===== config.mk =====
export PLATFORM = sky130hd
export DESIGN_NAME = sac_queue
export DESIGN_NICKNAME = d
export VERILOG_FILES = /design/src/design/sac_pkg.sv /design/src/design/sac_queue.sv
export SDC_FILE = /design/constraint.sdc
export NUM_CORES = 1
export LEC_CHECK = 0
export BUFFER_PORTS_ARGS = -buffer_cell sky130_fd_sc_hd__buf_2
export CORE_ASPECT_RATIO = 1.75
export CORE_MARGIN = 10
export CORE_UTILIZATION = 55
export DETAILED_ROUTE_END_ITERATION = 8
export GPL_ROUTABILITY_DRIVEN = 0
export GPL_TIMING_DRIVEN = 0
export MAX_ROUTING_LAYER = met4
export PLACE_DENSITY = 0.82
export SETUP_SLACK_MARGIN = 0.5
export SLEW_MARGIN = 20
export SYNTH_ARGS = -nofsm -noshare
export SYNTH_HDL_FRONTEND = slang
export SYNTH_SLANG_ARGS = --single-unit

===== constraint.sdc =====
create_clock -name clk_i -period 5.3 [get_ports clk_i]
set_input_delay 0.265 -clock clk_i [delete_from_list [all_inputs] [get_ports clk_i]]
set_output_delay 0.265 -clock clk_i [all_outputs]
set_load 0.02 [all_outputs]

===== src/design/sac_pkg.sv =====
// Shared types, constants and the size class table of the size class block allocator.
// It depends on nothing. The other design files but sac_ram use it by scoped names.
`timescale 1ns / 1ps
package sac_pkg;

  // Arena geometry.
  localparam int ADDR_W      = 20;
  localparam int REQ_W       = 15;
  localparam int CLASS_W     = 4;
  localparam int NUM_CLASSES = 11;
  localparam int PAGE_BYTES  = 131072;
  localparam int ARENA_PAGES = 8;
  localparam int PAGES_W     = 4;
  localparam int PAGE_IDX_W  = 3;
  localparam int PAGE_OFF_W  = 17;
  localparam int OFFSET_W    = 18;
  localparam int SIZE_W      = 16;
  localparam int SLOT_SHIFT  = 3;
  localparam int HDR_IDX_W   = ADDR_W - SLOT_SHIFT;
  localparam int HDR_DEPTH   = (ARENA_PAGES * PAGE_BYTES) / 8;
  localparam int HDR_W       = 32;
  localparam int LINK_W      = 21;
  localparam int HDR_BYTES   = 4;

  localparam logic [HDR_W-1:0]   MAGIC_WORD       = 32'd52571214;
  localparam logic [PAGES_W-1:0] PAGE_LIMIT_RESET = 4'd8;

  // Register index, taken from the word address.
  localparam logic [0:0] REG_PAGE_LIMIT = 1'b0;

  typedef enum logic [0:0] {
    OP_ALLOC = 1'b0,
    OP_FREE  = 1'b1
  } op_e;

  typedef enum logic [1:0] {
    ST_OK        = 2'd0,
    ST_TOO_LARGE = 2'd1,
    ST_BAD_MAGIC = 2'd2,
    ST_EXHAUSTED = 2'd3
  } status_e;

  typedef enum logic [0:0] {
    BK_IDLE = 1'b0,
    BK_EXEC = 1'b1
  } back_state_e;

  typedef struct packed {
    op_e               op;
    logic [REQ_W-1:0]  req_bytes;
    logic [ADDR_W-1:0] free_addr;
  } in_item_t;

  typedef struct packed {
    logic [ADDR_W-1:0]  block_addr;
    logic [CLASS_W-1:0] size_class;
    status_e            status;
  } out_item_t;

  // Classified request as it waits between the front and the back.
  typedef struct packed {
    op_e                op;
    logic [CLASS_W-1:0] cls;
    logic               too_large;
    logic               foreign;
    logic [ADDR_W-1:0]  free_addr;
  } work_t;

  // Block size of each class, header included.
  function automatic logic [SIZE_W-1:0] class_size(input logic [CLASS_W-1:0] cls);
    logic [SIZE_W-1:0] sz;
    unique case (cls)
      4'd0:    sz = 16'd16;
      4'd1:    sz = 16'd32;
      4'd2:    sz = 16'd64;
      4'd3:    sz = 16'd128;
      4'd4:    sz = 16'd256;
      4'd5:    sz = 16'd1024;
      4'd6:    sz = 16'd2048;
      4'd7:    sz = 16'd4096;
      4'd8:    sz = 16'd8192;
      4'd9:    sz = 16'd16384;
      4'd10:   sz = 16'd32704;
      default: sz = '0;
    endcase
    return sz;
  endfunction

endpackage


===== src/design/sac_queue.sv =====
// Short FIFO of classified requests between the front end and the back end.
// It depends on sac_pkg.
`timescale 1ns / 1ps
module sac_queue #(
  parameter int DEPTH = 2
) (
  input  logic           clk_i,
  input  logic           rst_ni,
  input  logic           push_i,
  input  sac_pkg::work_t push_data_i,
  input  logic           pop_i,
  output sac_pkg::work_t pop_data_o,
  output logic           full_o,
  output logic           empty_o
);

  localparam int PtrW = $clog2(DEPTH);
  localparam int CntW = $clog2(DEPTH + 1);

  sac_pkg::work_t  entry_q [DEPTH];
  logic [PtrW-1:0] wr_ptr_q, wr_ptr_d;
  logic [PtrW-1:0] rd_ptr_q, rd_ptr_d;
  logic [CntW-1:0] count_q, count_d;

  always_comb begin
    wr_ptr_d = wr_ptr_q;
    rd_ptr_d = rd_ptr_q;
    count_d  = count_q;
    if (push_i) begin
      wr_ptr_d = (wr_ptr_q == PtrW'(DEPTH - 1)) ? '0 : wr_ptr_q + 1'b1;
    end
    if (pop_i) begin
      rd_ptr_d = (rd_ptr_q == PtrW'(DEPTH - 1)) ? '0 : rd_ptr_q + 1'b1;
    end
    if (push_i && !pop_i) begin
      count_d = count_q + 1'b1;
    end else if (pop_i && !push_i) begin
      count_d = count_q - 1'b1;
    end
  end

  always_ff @(posedge clk_i or negedge rst_ni) begin
    if (!rst_ni) begin
      wr_ptr_q <= '0;
      rd_ptr_q <= '0;
      count_q  <= '0;
    end else begin
      wr_ptr_q <= wr_ptr_d;
      rd_ptr_q <= rd_ptr_d;
      count_q  <= count_d;
    end
  end

  always_ff @(posedge clk_i) begin
    if (push_i) begin
      entry_q[wr_ptr_q] <= push_data_i;
    end
  end

  assign pop_data_o = entry_q[rd_ptr_q];
  assign full_o     = (count_q == CntW'(DEPTH));
  assign empty_o    = (count_q == '0);

endmodule


==> summary.txt <==
Timing
  – Final min period: 1731 ps
  – Max Clock Skew: 6.115 ps
  – RSZ-0062 raised after global routing: no
  – Rel. slew slack: 0.4756
  – Final hold violations: 0
  – Worst slew pin tran: 784.9 ps
  – Slew Limit Fails: 0
  – Worst Hold Slack: 132.1 ps
  – Final period util: 0.3266
  – # setup viols final: 0
  – Setup TNS: 0 ps
  – Fmax: 0.5778 GHz

Die
  – Core area: 3904 um^2
  – Core Rows: 30
  – Die extent in y: 104.3 um
  – Die Wd: 68.19 um
  – Initial Util: 0.5724
  – Die area: 7113 um^2
  – I/O pins: 60

Pwr
  – Power Total: 1.516 mW
  – PwrDens: 548.6 nW/um^2
  – Combinational share of power: 0.366
  – Clk pwr share: 0.206
  – Leakage Power: 1.136 nW
  – Net switching power: 482.6 uW
  – Pint: 1.033 mW
  – Sequential group share of total power: 0.428
  – VDD IR max: 0.4148 mV
  – Sw frac: 0.3184

Global route
  – Total GRT Usage: 0.1234
  – Total gr overflow: 0
  – Antenna violations before repair: 0
  – First-pass GRT wire length: 6.196 mm
  – Largest net degree at the start of global routing: 28
  – Vias in the first global route: 1,215

Clock tree
  – Total CTS buffers: 9
  – Worst-path clk slew: 60 ps
  – Clock latency on the worst-skew pair: 320 ps
  – H-Tree Depth: 3
  – Clock sink count: 58
  – Postcts setup bufs: 0
  – Post-cts hold buffer count: 1
  – Root buf cell: clkbuf_8
  – CTS tree: built
  – Clk buf depth: 2
  – Post-cts sizing count: 0

Detailed routing
  – Router iterations before antenna repair: 4
  – Via density: 4.982
  – # DRC: 0
  – Post-DRT Antenna Nets: 0
  – Vias: 1,116
  – WL per Instance: 17.68 um
  – Iteration-0 DRC Markers: 34
  – Drt total wl: 3.960 mm

Yosys
  – Yosys reg bits: 58
  – Syn avg cell area: 22.35 um^2
  – YS warnings: 0
  – Gate Count Post-Synth: 100
  – Mapped Nets: 132
  – Post-synthesis sequential area ratio: 0.7704
  – Mapped cell area: 2235 um^2
  – Post-synthesis cell type count: 13

Placed design
  – Detailed placer's ending HPWL: 2.948 mm
  – Port Buffers: 59
  – Inst Count DP: 207

Setup path
  – Crit path kind: flip-flop to output pin
  – Req. time, crit path: 5040 ps
  – Peak fanout along the critical path: 10
  – Worst Path Arrival: 1470 ps
  – Crit path max-delay family: buffers and inverters
  – Critical path's slowest cell: dfrtp_1
  – CP peak stage delay: 380 ps
  – Buf/Inv on CP: 3
  – CP Launch Type: flip-flop
  – Crit-path cells: buf_6, buf_12, mux2_4, buf_2
  – Crit. End Element: output pin
  – Crit path launch: rd_ptr_q$_DFFE_PN0P_
  – Critical R2R Launch: wr_ptr_q$_DFFE_PN0P_

Min path
  – Worst min path class: input port to flip-flop
  – Hold_sp: push_data_i[4]

Final layout
  – Final net count: 203
  – Non-filler instance count after layout: 224
  – Fin util: 0.7077
  – Ant. Diodes: 0
  – Area Overhead vs Synth: 23.63%
  – Layout cells sized above 1: 0.5852

Outcome
  – Status: completed

Job
  – Max cap viols: 0
synth_stat cells (all sizes together):
library cell / number / area share
inv: 1 / 0.0017
mux2: 27 / 0.17
xor2: 4 / 0.016
nor2: 2 / 0.0034
buf: 3 / 0.023
edfxtp: 54 / 0.73
nor2b: 2 / 0.0056
xnor2: 1 / 0.0039
ha: 1 / 0.0056
dfrtp: 4 / 0.045
and2: 1 / 0.0028
layer usage:
layer | global-route usage | up-vias | wire, um
met4 | 0.06647 | 0 | 91
met1 | 0.1172 | 539 | 1249
li1 | - | 526 | -
met2 | 0.2060 | 41 | 2303
met5 | - | - | 0
met3 | 0.04207 | 10 | 316
layout by cell type (no fill, tap or decap), drive strengths merged:
cell / n
buf: 62
edfxtp: 54
mux2: 27
clkbuf: 12
xor2: 4
dfrtp: 4
clkinv: 4
nor2: 2
nor2b: 2
inv: 1
and2: 1
xnor2: 1
ha: 1
dlygate4sd3: 1
registers in the layout, summed over array words and instances (netlist names):
name	cells
count_q	2
wr_ptr_q	1
rd_ptr_q	1
entry_q	54
cells by family after synthesis:
kind of cell               after synthesis  share of synthesized area
muxes                                   27                     0.1680
xor gates and xnor gates                 5                    0.01960
adders and majority gates                1                   0.005598
buffers and inverters                    4                    0.02463
and+or+nand+nor                          5                    0.01176
DFF                                     58                     0.7704
power groups by stage:
stage               registers, mW  logic [mW]  clock network (mW)
finish                      0.649       0.555               0.312
global placement            0.650       0.549                   0
detailed placement          0.660       0.565                   0
global route                0.659       0.592               0.342
floorplan                   0.646       0.417                   0
CTS                         0.651       0.567               0.320
through the flow:
stage / setup WS [ps] / cell area, um^2
6_report: 3569 / 2763
5_1_grt: 3523 / 2763
4_1_cts: 3552 / 2763
3_5_place_dp: 3809 / 2599
3_3_place_gp: 2757 / 2590
2_1_floorplan: 3264 / 2235
final cells by class:
class | instances | area (um^2)
flip-flops and latches | 58 | 1722
clock inverters | 4 | 18.77
multi-input cells | 38 | 466.7
fillers | 276 | 1141
repair buffers | 60 | 305.3
inverters | 1 | 3.754
plain buffers | 3 | 51.30
clock buffers | 12 | 135.1
well taps | 48 | 60.06
path summary, 6_finish.rpt:
path / slack (ps) / endpoint / cells after the start
min in group asynchronous: 290 / count_q[0]$_DFFE_PN0P_ / 2
min: 130 / entry_q[0][4]$_DFFE_PP_ / 1
max in group asynchronous: 4890 / count_q[1]$_DFFE_PN0P_ / 2
max reg2reg: 3840 / entry_q[0][14]$_DFFE_PP_ / 1
min reg2reg: 540 / count_q[1]$_DFFE_PN0P_ / 1
max: 3570 / pop_data_o[9] / 4
Note: power is estimated with default switching activity, not from simulation.
