===== config.mk =====
export PLATFORM = sky130hd
export DESIGN_NAME = sac_front
export DESIGN_NICKNAME = d
export VERILOG_FILES = /design/src/design/sac_pkg.sv /design/src/design/sac_front.sv
export SDC_FILE = /design/constraint.sdc
export NUM_CORES = 1
export LEC_CHECK = 0
export BUFFER_PORTS_ARGS = -buffer_cell sky130_fd_sc_hd__buf_4
export CORE_ASPECT_RATIO = 0.9
export CORE_MARGIN = 8
export CORE_UTILIZATION = 40
export DETAILED_ROUTE_END_ITERATION = 8
export GPL_TIMING_DRIVEN = 1
export PLACE_DENSITY = 0.95
export SLEW_MARGIN = 40
export SYNTH_ARGS = -nofsm -noshare
export SYNTH_HDL_FRONTEND = slang
export SYNTH_SLANG_ARGS = --single-unit

===== constraint.sdc =====
create_clock -name vclk -period 11.2
set_clock_uncertainty 0.2 [all_clocks]
set_input_delay 0.56 -clock vclk [all_inputs]
set_output_delay 0.56 -clock vclk [all_outputs]
set_load 0.01 [all_outputs]

===== src/design/sac_pkg.sv =====
// Shared types, constants and the size class table of the size class block allocator.
// It depends on nothing. The other design files but sac_ram use it by scoped names.
`timescale 1ns / 1ps
package sac_pkg;

  // Arena geometry.
  localparam int ADDR_W      = 20;
  localparam int REQ_W       = 15;
  localparam int CLASS_W     = 4;
  localparam int NUM_CLASSES = 11;
  localparam int PAGE_BYTES  = 131072;
  localparam int ARENA_PAGES = 8;
  localparam int PAGES_W     = 4;
  localparam int PAGE_IDX_W  = 3;
  localparam int PAGE_OFF_W  = 17;
  localparam int OFFSET_W    = 18;
  localparam int SIZE_W      = 16;
  localparam int SLOT_SHIFT  = 3;
  localparam int HDR_IDX_W   = ADDR_W - SLOT_SHIFT;
  localparam int HDR_DEPTH   = (ARENA_PAGES * PAGE_BYTES) / 8;
  localparam int HDR_W       = 32;
  localparam int LINK_W      = 21;
  localparam int HDR_BYTES   = 4;

  localparam logic [HDR_W-1:0]   MAGIC_WORD       = 32'd52571214;
  localparam logic [PAGES_W-1:0] PAGE_LIMIT_RESET = 4'd8;

  // Register index, taken from the word address.
  localparam logic [0:0] REG_PAGE_LIMIT = 1'b0;

  typedef enum logic [0:0] {
    OP_ALLOC = 1'b0,
    OP_FREE  = 1'b1
  } op_e;

  typedef enum logic [1:0] {
    ST_OK        = 2'd0,
    ST_TOO_LARGE = 2'd1,
    ST_BAD_MAGIC = 2'd2,
    ST_EXHAUSTED = 2'd3
  } status_e;

  typedef enum logic [0:0] {
    BK_IDLE = 1'b0,
    BK_EXEC = 1'b1
  } back_state_e;

  typedef struct packed {
    op_e               op;
    logic [REQ_W-1:0]  req_bytes;
    logic [ADDR_W-1:0] free_addr;
  } in_item_t;

  typedef struct packed {
    logic [ADDR_W-1:0]  block_addr;
    logic [CLASS_W-1:0] size_class;
    status_e            status;
  } out_item_t;

  // Classified request as it waits between the front and the back.
  typedef struct packed {
    op_e                op;
    logic [CLASS_W-1:0] cls;
    logic               too_large;
    logic               foreign;
    logic [ADDR_W-1:0]  free_addr;
  } work_t;

  // Block size of each class, header included.
  function automatic logic [SIZE_W-1:0] class_size(input logic [CLASS_W-1:0] cls);
    logic [SIZE_W-1:0] sz;
    unique case (cls)
      4'd0:    sz = 16'd16;
      4'd1:    sz = 16'd32;
      4'd2:    sz = 16'd64;
      4'd3:    sz = 16'd128;
      4'd4:    sz = 16'd256;
      4'd5:    sz = 16'd1024;
      4'd6:    sz = 16'd2048;
      4'd7:    sz = 16'd4096;
      4'd8:    sz = 16'd8192;
      4'd9:    sz = 16'd16384;
      4'd10:   sz = 16'd32704;
      default: sz = '0;
    endcase
    return sz;
  endfunction

endpackage


===== src/design/sac_front.sv =====
// Front end: takes input words, picks the size class and checks the freed address.
// It depends on sac_pkg.
`timescale 1ns / 1ps
module sac_front (
  input  logic              in_valid_i,
  output logic              in_stall_o,
  input  sac_pkg::in_item_t in_data_i,
  input  logic              q_full_i,
  output logic              push_o,
  output sac_pkg::work_t    push_data_o
);

  logic [sac_pkg::SIZE_W-1:0]      need;
  logic [sac_pkg::NUM_CLASSES-1:0] fits;

  // Classes grow monotonically, so the class index is the number of classes too small.
  always_comb begin
    need = sac_pkg::SIZE_W'(in_data_i.req_bytes) + sac_pkg::SIZE_W'(sac_pkg::HDR_BYTES);
    for (int c = 0; c < sac_pkg::NUM_CLASSES; c++) begin
      fits[c] = (need <= sac_pkg::class_size(sac_pkg::CLASS_W'(c)));
    end
  end

  always_comb begin
    push_data_o.op        = in_data_i.op;
    push_data_o.cls       = sac_pkg::CLASS_W'($countones(~fits));
    push_data_o.too_large = ~fits[sac_pkg::NUM_CLASSES-1];
    // A payload address sits four bytes past an 8-byte slot boundary.
    push_data_o.foreign   = (in_data_i.free_addr[sac_pkg::SLOT_SHIFT-1:0] != 3'd4);
    push_data_o.free_addr = in_data_i.free_addr;
  end

  assign in_stall_o = q_full_i;
  assign push_o     = in_valid_i && !q_full_i;

endmodule


==> results.py, run 1 <==
metrics = {
    "power": {
        "pwr-share-clk_pct": 0,
        "p_per_area_nw_per_um2": 36.1,
        "power.net_switching_uw": 12.1,
        "power_frac_comb_pct": 100.0,
        "p_leak_uw": 0.000325,
        "p_int_uw": 13.9,
        "switching_share_pct": 46.6,
        "ir_worst_vdd_v": 0.0000259,
        "seqPwrFrac_pct": 0,
    },
    "worst_hold_path": {
        "hold_path.class": "input port to output port",
        "hp-start": "in_data_i[19]",
    },
    "die": {
        "start_util_pct": 43.6,
        "ioPinCount": 67,
        "die_w_um": 58.1,
        "rows": 13,
        "die_h_um": 53.9,
        "coreArea_um2": 1460,
        "die-area_um2": 3130,
    },
    "routing": {
        "ant_nets": 0,
        "via_per_inst": 5.56,
        "num_vias": 589,
        "wl_mm": 1.61,
        "drcViolationCount": 0,
        "wl_per_cell_um": 15.2,
        "firstDrtPassIters": 4,
        "drt_iter0_markers": 7,
    },
    "cells_and_area": {
        "num-fill-cells": 155,
        "numSequentialCells": 0,
        "syn_to_final_growth_pct": 12.9,
        "n_antenna_cell": 0,
        "nClkBuffers": 0,
        "utilization_pct": 49.2,
        "multi_input_area_um2": 458,
        "layout.cells.non_filler": 106,
        "seq_area_um2": 0,
        "layout.nets": 139,
        "drive_gt1_share_pct": 45.1,
    },
    "sta": {
        "totalNegativeSetupSlack_ps": 0,
        "setup_viol": 0,
        "fin_crit_ps": 5600,
        "final_hold_viol_count": 0,
        "finalMaxSlewViolations": 0,
        "rsz0062_at_grt": "false",
        "fmax_mhz": 179,
        "tightestPinTransition_ps": 671,
        "finalCritPeriodShare_pct": 50.0,
        "slew_headroom_pct": 54.1,
    },
    "setup_path": {
        "required_ps": 10440,
        "start_kind": "input port",
        "end_kind": "output port",
        "critPathKind": "input port to output port",
        "crit_fanout": 5,
        "cp.arrival_ps": 4840,
        "startpoint": "in_data_i[32]",
    },
    "synth": {
        "synth.area.top_cells": "buf_4 (26%), fa_1 (22%), a21oi_1 (4.7%), nor2_1 (3.5%), or3_4 (3.5%)",
        "ys_warn_count": 0,
        "synth_area_per_cell_um2": 7.69,
        "synth_nets": 129,
        "synth_top_cells_by_count": "buf_4 (22), fa_1 (7), a21oi_1 (6), nor2_1 (6), nand2_1 (5)",
        "yosysMostFrequentCell": "buf_4",
        "yosysTopAreaCell": "buf_4",
        "synth_area_um2": 638,
        "seq_area_frac_synth_pct": 0,
        "syn_inst": 83,
        "synth_top_area_share_pct": 25.9,
        "yosysUniqueCellTypes": 30,
    },
    "clock_tree": {
        "postCtsSetupBuffers": 0,
        "postCtsHoldBufs": 0,
        "ctsResizeCount": 0,
    },
    "placement": {
        "place_congestion": 0.809,
        "place_inst": 106,
        "place_hpwl_mm": 1.44,
        "io_buffers": 31,
    },
    "global_routing": {
        "first_global_vias": 593,
        "grt_antenna_before_repair": 0,
        "grt_max_degree": 8,
        "globalRoute.totalOverflow": 0,
        "grt_pass1_wl_mm": 2.59,
        "track_usage_pct": 9.98,
    },
    "flow_run": {
        "cap_violations": 0,
    },
    "run_status": {
        "status": "finished, final reports clean",
    },
}
worst paths after layout:
kind / to / slack, ps / cells past startpoint
min: push_data_o[19] / 920 / 0
max: push_data_o[24] / 5600 / 13
per-layer routing:
metal  global-route usage, %  vias up  share of wire [%]
met5                       0        -                  0
met4                    2.03        0               0.62
met3                    4.51        6                 14
met2                    18.1       35                 48
met1                    10.6      264                 38
li1                        -      284                  -
through the flow:
stage	power, µW	hold WS [ps]	worst slack (ps)	cell area [µm²]
finish	26.0	920	5600	721
CTS	26.4	920	5570	721
floorplan	19.9	966	5910	638
global route	28.9	920	5460	721
detailed placement	26.1	920	5570	721
global placement	25.7	920	5680	721
area by class of cell:
type,count,share of cell area [%]
Multi-Input combinational cell,57,63.5
Timing Repair Buffer,31,32.3
Tap cell,15,2.60
Inverter,3,1.56
power groups by stage:
stage / Combinational [µW] / Clock (µW) / Sequential [µW]
floorplan: 19.9 / 0 / 0
global placement: 25.7 / 0 / 0
detailed placement: 26.1 / 0 / 0
CTS: 26.4 / 0 / 0
global route: 28.9 / 0 / 0
finish: 26.0 / 0 / 0
kinds of logic after synthesis:
logic type / Yosys count / share of synthesized area (%)
muxes: 2 / 3.14
adders and majority gates: 8 / 23.9
and+or+nand+nor: 35 / 32.9
buffers and inverters: 26 / 28.2
AOI/OAI and AO/OA: 11 / 10.4
xor gates and xnor gates: 1 / 1.37
cell usage in the layout, fill, tap and decap left out:
cell       Yosys  routed
inv_1          3       3
mux2i_1        2       2
and3_2         1       1
or3_4          2       2
and2b_2        1       1
o21ai_0        1       1
or3_2          1       1
or4_4          1       1
a2111oi_0      1       1
nor3_2         1       1
nand4_1        2       2
nor2_1         6       6
buf_4         22      31
nor2b_1        1       1
a211o_2        1       1
or3_1          1       1
a31oi_1        2       2
ha_1           1       1
nand2_1        5       5
a21oi_1        6       6
fa_1           7       7
or4_2          1       1
nor3_1         4       4
nand3_1        4       4
and4_1         1       1
xnor2_1        1       1
and3_1         1       1
or2_2          1       1
and2_1         1       1
worst max-delay path: stages:
cell and delay, ps:
buf_4 120, or3_4 400, or4_4 430, or3_4 390, a21oi_1 200, fa_1 490, fa_1 510, inv_1 50
fa_1 500, fa_1 480, fa_1 390, xnor2_1 170, buf_4 140
(Power assumes the default switching activity.)
==> inputs of run 2 (changes only) <==
--- a/config.mk
+++ b/config.mk
@@ -5,13 +5,14 @@
 export SDC_FILE = /design/constraint.sdc
 export NUM_CORES = 1
 export LEC_CHECK = 0
+export ABC_AREA = 1
 export BUFFER_PORTS_ARGS = -buffer_cell sky130_fd_sc_hd__buf_4
 export CORE_ASPECT_RATIO = 0.9
 export CORE_MARGIN = 8
-export CORE_UTILIZATION = 40
+export CORE_UTILIZATION = 42
 export DETAILED_ROUTE_END_ITERATION = 8
 export GPL_TIMING_DRIVEN = 1
-export PLACE_DENSITY = 0.95
+export PLACE_DENSITY = 0.93
 export SLEW_MARGIN = 40
 export SYNTH_ARGS = -nofsm -noshare
 export SYNTH_HDL_FRONTEND = slang
==> constraint.sdc (replaced) <==
create_clock -name vclk -period 5.1
set_clock_uncertainty 0.2 [all_clocks]
set_input_delay 0.255 -clock vclk [all_inputs]
set_output_delay 0.255 -clock vclk [all_outputs]
set_load 0.01 [all_outputs]
==> run 2 against run 1 <==
Against the previous run: global-route usage decreased by 0.78 points; cell count increased by 96%; final area increased by 65%; highest routed layer is now met3; count of clock-buffer cells in the layout unchanged; critical path depth increased by 4; first-iteration DRC count increased to 4.3 times the previous value; combinational power increased to 3.2 times the previous value.
==> results.py, run 2 <==
metrics = {
    "flow_run": {
        "cap_violations": 0,
    },
    "routing": {
        "ant_nets": 0,
        "wl_per_cell_um": 10.4,
        "dr.max_layer_used": "met3",
        "route.met3.wl_um": 169,
        "wl_mm": 2.17,
        "dr_wl_met2_mm": 1.06,
        "drt_iter0_markers": 30,
        "drcViolationCount": 0,
        "wl_met1_um": 945,
        "via_per_inst": 4.81,
        "firstDrtPassIters": 5,
        "num_vias": 1000,
    },
    "worst_hold_path": {
        "hp-start": "in_data_i[14]",
        "hold_path.class": "input port to output port",
    },
    "synth": {
        "synth_top_cells_by_count": "nand2_1 (32), inv_1 (25), buf_4 (22)",
        "synth_top_area_share_pct": 15.0,
        "yosysTopAreaCell": "buf_4",
        "yosysUniqueCellTypes": 28,
        "ys_warn_count": 0,
        "synth_area_um2": 1100,
        "seq_area_frac_synth_pct": 0,
        "syn_inst": 172,
        "synth.area.top_cells": "buf_4 (15%), fa_1 (13%), nand2_1 (11%), inv_1 (8.5%), nand2_2 (8.5%)",
        "synth_nets": 218,
        "yosysMostFrequentCell": "nand2_1",
        "synth_area_per_cell_um2": 6.39,
    },
    "setup_path": {
        "cpPeakStageDelay_ps": 500,
        "required_ps": 4640,
        "slowest_stage": "fa_1",
        "end_kind": "output port",
        "crit_fanout": 4,
        "crit_top_cell": "fa_1",
        "path_buf_inv": 4,
        "cp_cell_sequence": "buf_4 > or2_2 > nor2_1 > nand2_1 > inv_1 > nand3_2 > nor2_4 > nand3_1 > o21ai_2 > fa_1 > fa_1 > inv_1 > fa_1 > fa_1 > fa_1 > xnor2_1 > buf_4",
        "crit_cells": 17,
        "worstSetupEndpoint": "push_data_o[24]",
        "startpoint": "in_data_i[20]",
        "start_kind": "input port",
        "path_delay_family": "adder cells",
        "cp.arrival_ps": 4150,
        "critPathKind": "input port to output port",
    },
    "sta": {
        "setup_viol": 0,
        "slew_headroom_pct": 82.2,
        "rsz0062_at_grt": "false",
        "tightestPinTransition_ps": 265,
        "finalMaxSlewViolations": 0,
        "holdWs_ps": 310,
        "fmax_mhz": 217,
        "fin_crit_ps": 4610,
        "finalCritPeriodShare_pct": 90.4,
        "totalNegativeSetupSlack_ps": 0,
        "final_hold_viol_count": 0,
    },
    "die": {
        "coreArea_um2": 2470,
        "ioPinCount": 67,
        "die-area_um2": 4510,
        "start_util_pct": 44.5,
        "die_w_um": 69.9,
        "die_h_um": 64.5,
        "rows": 17,
    },
    "cells_and_area": {
        "layout.cells.non_filler": 208,
        "nClkBuffers": 0,
        "syn_to_final_growth_pct": 8.31,
        "numSequentialCells": 0,
        "drive_gt1_share_pct": 38.3,
        "num-fill-cells": 256,
        "seq_area_um2": 0,
        "mostFrequentLayoutCell": "nand2_1",
        "n_antenna_cell": 0,
        "final_cell_mix": "nand2_1 (32), buf_4 (31), inv_1 (25)",
        "utilization_pct": 48.2,
        "layout.nets": 228,
    },
    "run_status": {
        "status": "finished, final reports clean",
    },
    "power": {
        "ir_worst_vdd_v": 0.0000388,
        "p_per_area_nw_per_um2": 69.2,
        "p_leak_uw": 0.000662,
    },
    "global_routing": {
        "first_global_vias": 937,
        "grt_pass1_wl_mm": 3.77,
        "track_usage_pct": 9.20,
        "grt_max_degree": 13,
        "grt_antenna_before_repair": 0,
        "globalRoute.totalOverflow": 0,
    },
    "placement": {
        "io_buffers": 31,
        "place_hpwl_mm": 2.00,
        "place_congestion": 0.875,
        "place_inst": 208,
    },
    "clock_tree": {
        "postCtsSetupBuffers": 0,
        "postCtsHoldBufs": 0,
        "ctsResizeCount": 0,
    },
}
==> run 2: cell types whose count changed in the layout (fill, tap and decap cells not counted), sizes merged, moves of 3 or more <==
cell	change
o21ai	+4
nor2	+19
nand2	+44
inv	+26
nand3	+12
or3	-4
a21oi	-3
==> run 2: cell families (layout without fill, tap and decap cells) <==
group	Yosys count	in the layout	share of synthesized area [%]
buf+inv	52	60	26.2
fa+ha+maj	8	8	13.9
simple gates	102	102	54.6
compound gates	9	9	4.56
xor+xnor	1	1	0.797
==> run 2: metrics by stage <==
step	total power (µW)	setup slack [ps]	cell area, µm²
floorplan	67.6	785	1100
global placement	81.8	523	1190
detailed placement	83.5	456	1190
CTS	83.6	460	1190
global route	92.1	220	1190
finish	82.3	491	1190
==> run 2: worst min-delay path by stage <==
stage	end	slack, ps	cells past startpoint
2_1_floorplan	push_o	360	1
3_3_place_gp	push_data_o[12]	310	0
3_5_place_dp	push_data_o[12]	310	0
4_1_cts	push_data_o[12]	310	0
5_1_grt	push_data_o[14]	310	0
6_report	push_data_o[14]	310	0
==> run 2: area by class of cell <==
cell class         count  area, µm²  area share [%]
repair buffers        31        233            19.6
inverters             29        111            9.36
well taps             28       35.0            2.94
multi-input cells    120        811            68.1
==> run 2: power breakdown <==
part | internal [µW] | switching (µW) | total (µW)
Sequential | 0 | 0 | 0
Combinational | 36.9 | 45.4 | 82.3
Clock | 0 | 0 | 0
Total | 36.9 | 45.4 | 82.3
==> run 2: per-layer routing <==
layer,GRT usage (%),up-vias
met1,10.4,448
li1,-,524
met4,0.251,0
met5,0,-
met2,17.9,28
met3,2.28,0
==> inputs of run 3 (changes only) <==
--- a/config.mk
+++ b/config.mk
@@ -8,11 +8,10 @@
 export ABC_AREA = 1
 export BUFFER_PORTS_ARGS = -buffer_cell sky130_fd_sc_hd__buf_4
 export CORE_ASPECT_RATIO = 0.9
-export CORE_MARGIN = 8
-export CORE_UTILIZATION = 42
+export CORE_UTILIZATION = 50
 export DETAILED_ROUTE_END_ITERATION = 8
 export GPL_TIMING_DRIVEN = 1
-export PLACE_DENSITY = 0.93
+export PLACE_DENSITY = 0.95
 export SLEW_MARGIN = 40
 export SYNTH_ARGS = -nofsm -noshare
 export SYNTH_HDL_FRONTEND = slang
==> constraint.sdc (replaced) <==
create_clock -name vclk -period 5.7
set_clock_uncertainty 0.2 [all_clocks]
set_input_delay 0.285 -clock vclk [all_inputs]
set_output_delay 0.285 -clock vclk [all_outputs]
set_load 0.01 [all_outputs]
==> run 3 against run 2 <==
Against the previous run: cell count shrank 1.4%; power down 9.8%; sequential share of layout area did not move; utilization grew 11 points; die area decreased by 47%; largest cell class unchanged; highest routed layer is now met4.
==> results.py, run 3 (synthesized netlist as in run 2, its figures left out) <==
metrics = {
    "run_status": {
        "status": "finished, final reports clean",
    },
    "die": {
        "coreArea_um2": 1990,
        "start_util_pct": 55.2,
        "die-area_um2": 2390,
        "die_h_um": 46.5,
        "ioPinCount": 67,
        "die_w_um": 51.4,
        "rows": 15,
    },
    "sta": {
        "slew_headroom_pct": 80.2,
        "setup_viol": 0,
        "holdWs_ps": 370,
        "fin_crit_ps": 4690,
        "fmax_mhz": 213,
        "finalCritPeriodShare_pct": 82.4,
        "final_hold_viol_count": 0,
        "finalWorstSetupSlack_ps": 1010,
        "totalNegativeSetupSlack_ps": 0,
        "finalMaxSlewViolations": 0,
        "tightestPinTransition_ps": 294,
        "rsz0062_at_grt": "false",
    },
    "routing": {
        "via_per_inst": 5.00,
        "drt_iter0_markers": 25,
        "ant_nets": 0,
        "num_vias": 1026,
        "wl_per_cell_um": 10.1,
        "drcViolationCount": 0,
        "firstDrtPassIters": 5,
        "wl_mm": 2.06,
    },
    "setup_path": {
        "path_delay_family": "adder cells",
        "required_ps": 5220,
        "crit_fanout": 12,
        "startpoint": "in_data_i[23]",
        "cpPeakStageDelay_ps": 510,
        "cp_cell_sequence": "buf_4 > nand2_2 > nor2_8 > nand3_2 > nand2_1 > nand2_2 > nor2_4 > nand3_2 > nor2_1 > fa_1 > fa_1 > inv_1 > fa_1 > fa_1 > fa_1 > xnor2_1 > buf_4",
        "crit_top_cell": "fa_1",
        "start_kind": "input port",
        "critPathKind": "input port to output port",
        "path_buf_inv": 3,
        "slowest_stage": "fa_1",
        "end_kind": "output port",
        "cp.arrival_ps": 4210,
    },
    "cells_and_area": {
        "num-fill-cells": 199,
        "syn_to_final_growth_pct": 7.97,
        "final_area_um2": 1190,
        "n_antenna_cell": 0,
        "nClkBuffers": 0,
        "seq_area_um2": 0,
        "layout.cells.non_filler": 205,
        "mostFrequentLayoutCell": "nand2_1",
        "numSequentialCells": 0,
        "final_cell_mix": "nand2_1 (32), buf_4 (31), inv_1 (25)",
        "layout.nets": 228,
        "drive_gt1_share_pct": 38.3,
        "multi_input_area_um2": 811,
    },
    "placement": {
        "place_area_um2": 1190,
        "post-place-ws_ps": 1000,
        "place_inst": 205,
        "place_congestion": 0.894,
        "place_hpwl_mm": 1.83,
        "io_buffers": 31,
    },
    "global_routing": {
        "grt_pass1_wl_mm": 3.50,
        "first_global_vias": 883,
        "track_usage_pct": 18.7,
        "grt_antenna_before_repair": 0,
        "globalRoute.totalOverflow": 0,
        "grt_max_degree": 13,
    },
    "clock_tree": {
        "postCtsHoldBufs": 0,
        "postCtsSetupBuffers": 0,
        "ctsResizeCount": 0,
    },
    "flow_run": {
        "cap_violations": 0,
    },
    "worst_hold_path": {
        "hp-start": "in_data_i[10]",
        "hold_path.class": "input port to output port",
    },
    "power": {
        "p_per_area_nw_per_um2": 62.6,
        "ir_worst_vdd_v": 0.0000293,
        "p_leak_uw": 0.000662,
    },
}
-- run 3: cell counts in the layout (fill, tap and decap cells not counted) --
Identical to the previous run, type by type.
-- run 3: layer usage --
metal | up-vias | global-route usage [%] | share of wire, %
met1 | 450 | 24.0 | 43
met3 | 2 | 1.65 | 8.4
met4 | 0 | 1.08 | 0.53
li1 | 531 | - | -
met5 | - | 0 | 0
met2 | 43 | 35.6 | 48
-- run 3: final cells by class --
class / instances / share of cell area, %
multi-input cells: 120 / 68.4
repair buffers: 31 / 19.6
inverters: 29 / 9.39
well taps: 25 / 2.64
-- run 3: path summary, 6_finish.rpt --
path / end / slack (ps) / cells after the start
worst max-delay path: push_data_o[24] / 1010 / 17
worst min-delay path: push_data_o[10] / 370 / 0
-- run 3: power by group --
part	internal (µW)	switching, µW
logic	33.0	41.2
clock network	0	0
registers	0	0
total	33.0	41.2
-- run 3: metrics by stage --
step                total power (µW)  utilization, %
finish                          74.2            59.6
global route                    83.8            59.6
global placement                72.6            59.6
CTS                             74.4            59.6
floorplan                       60.5               -
detailed placement              74.2            59.6
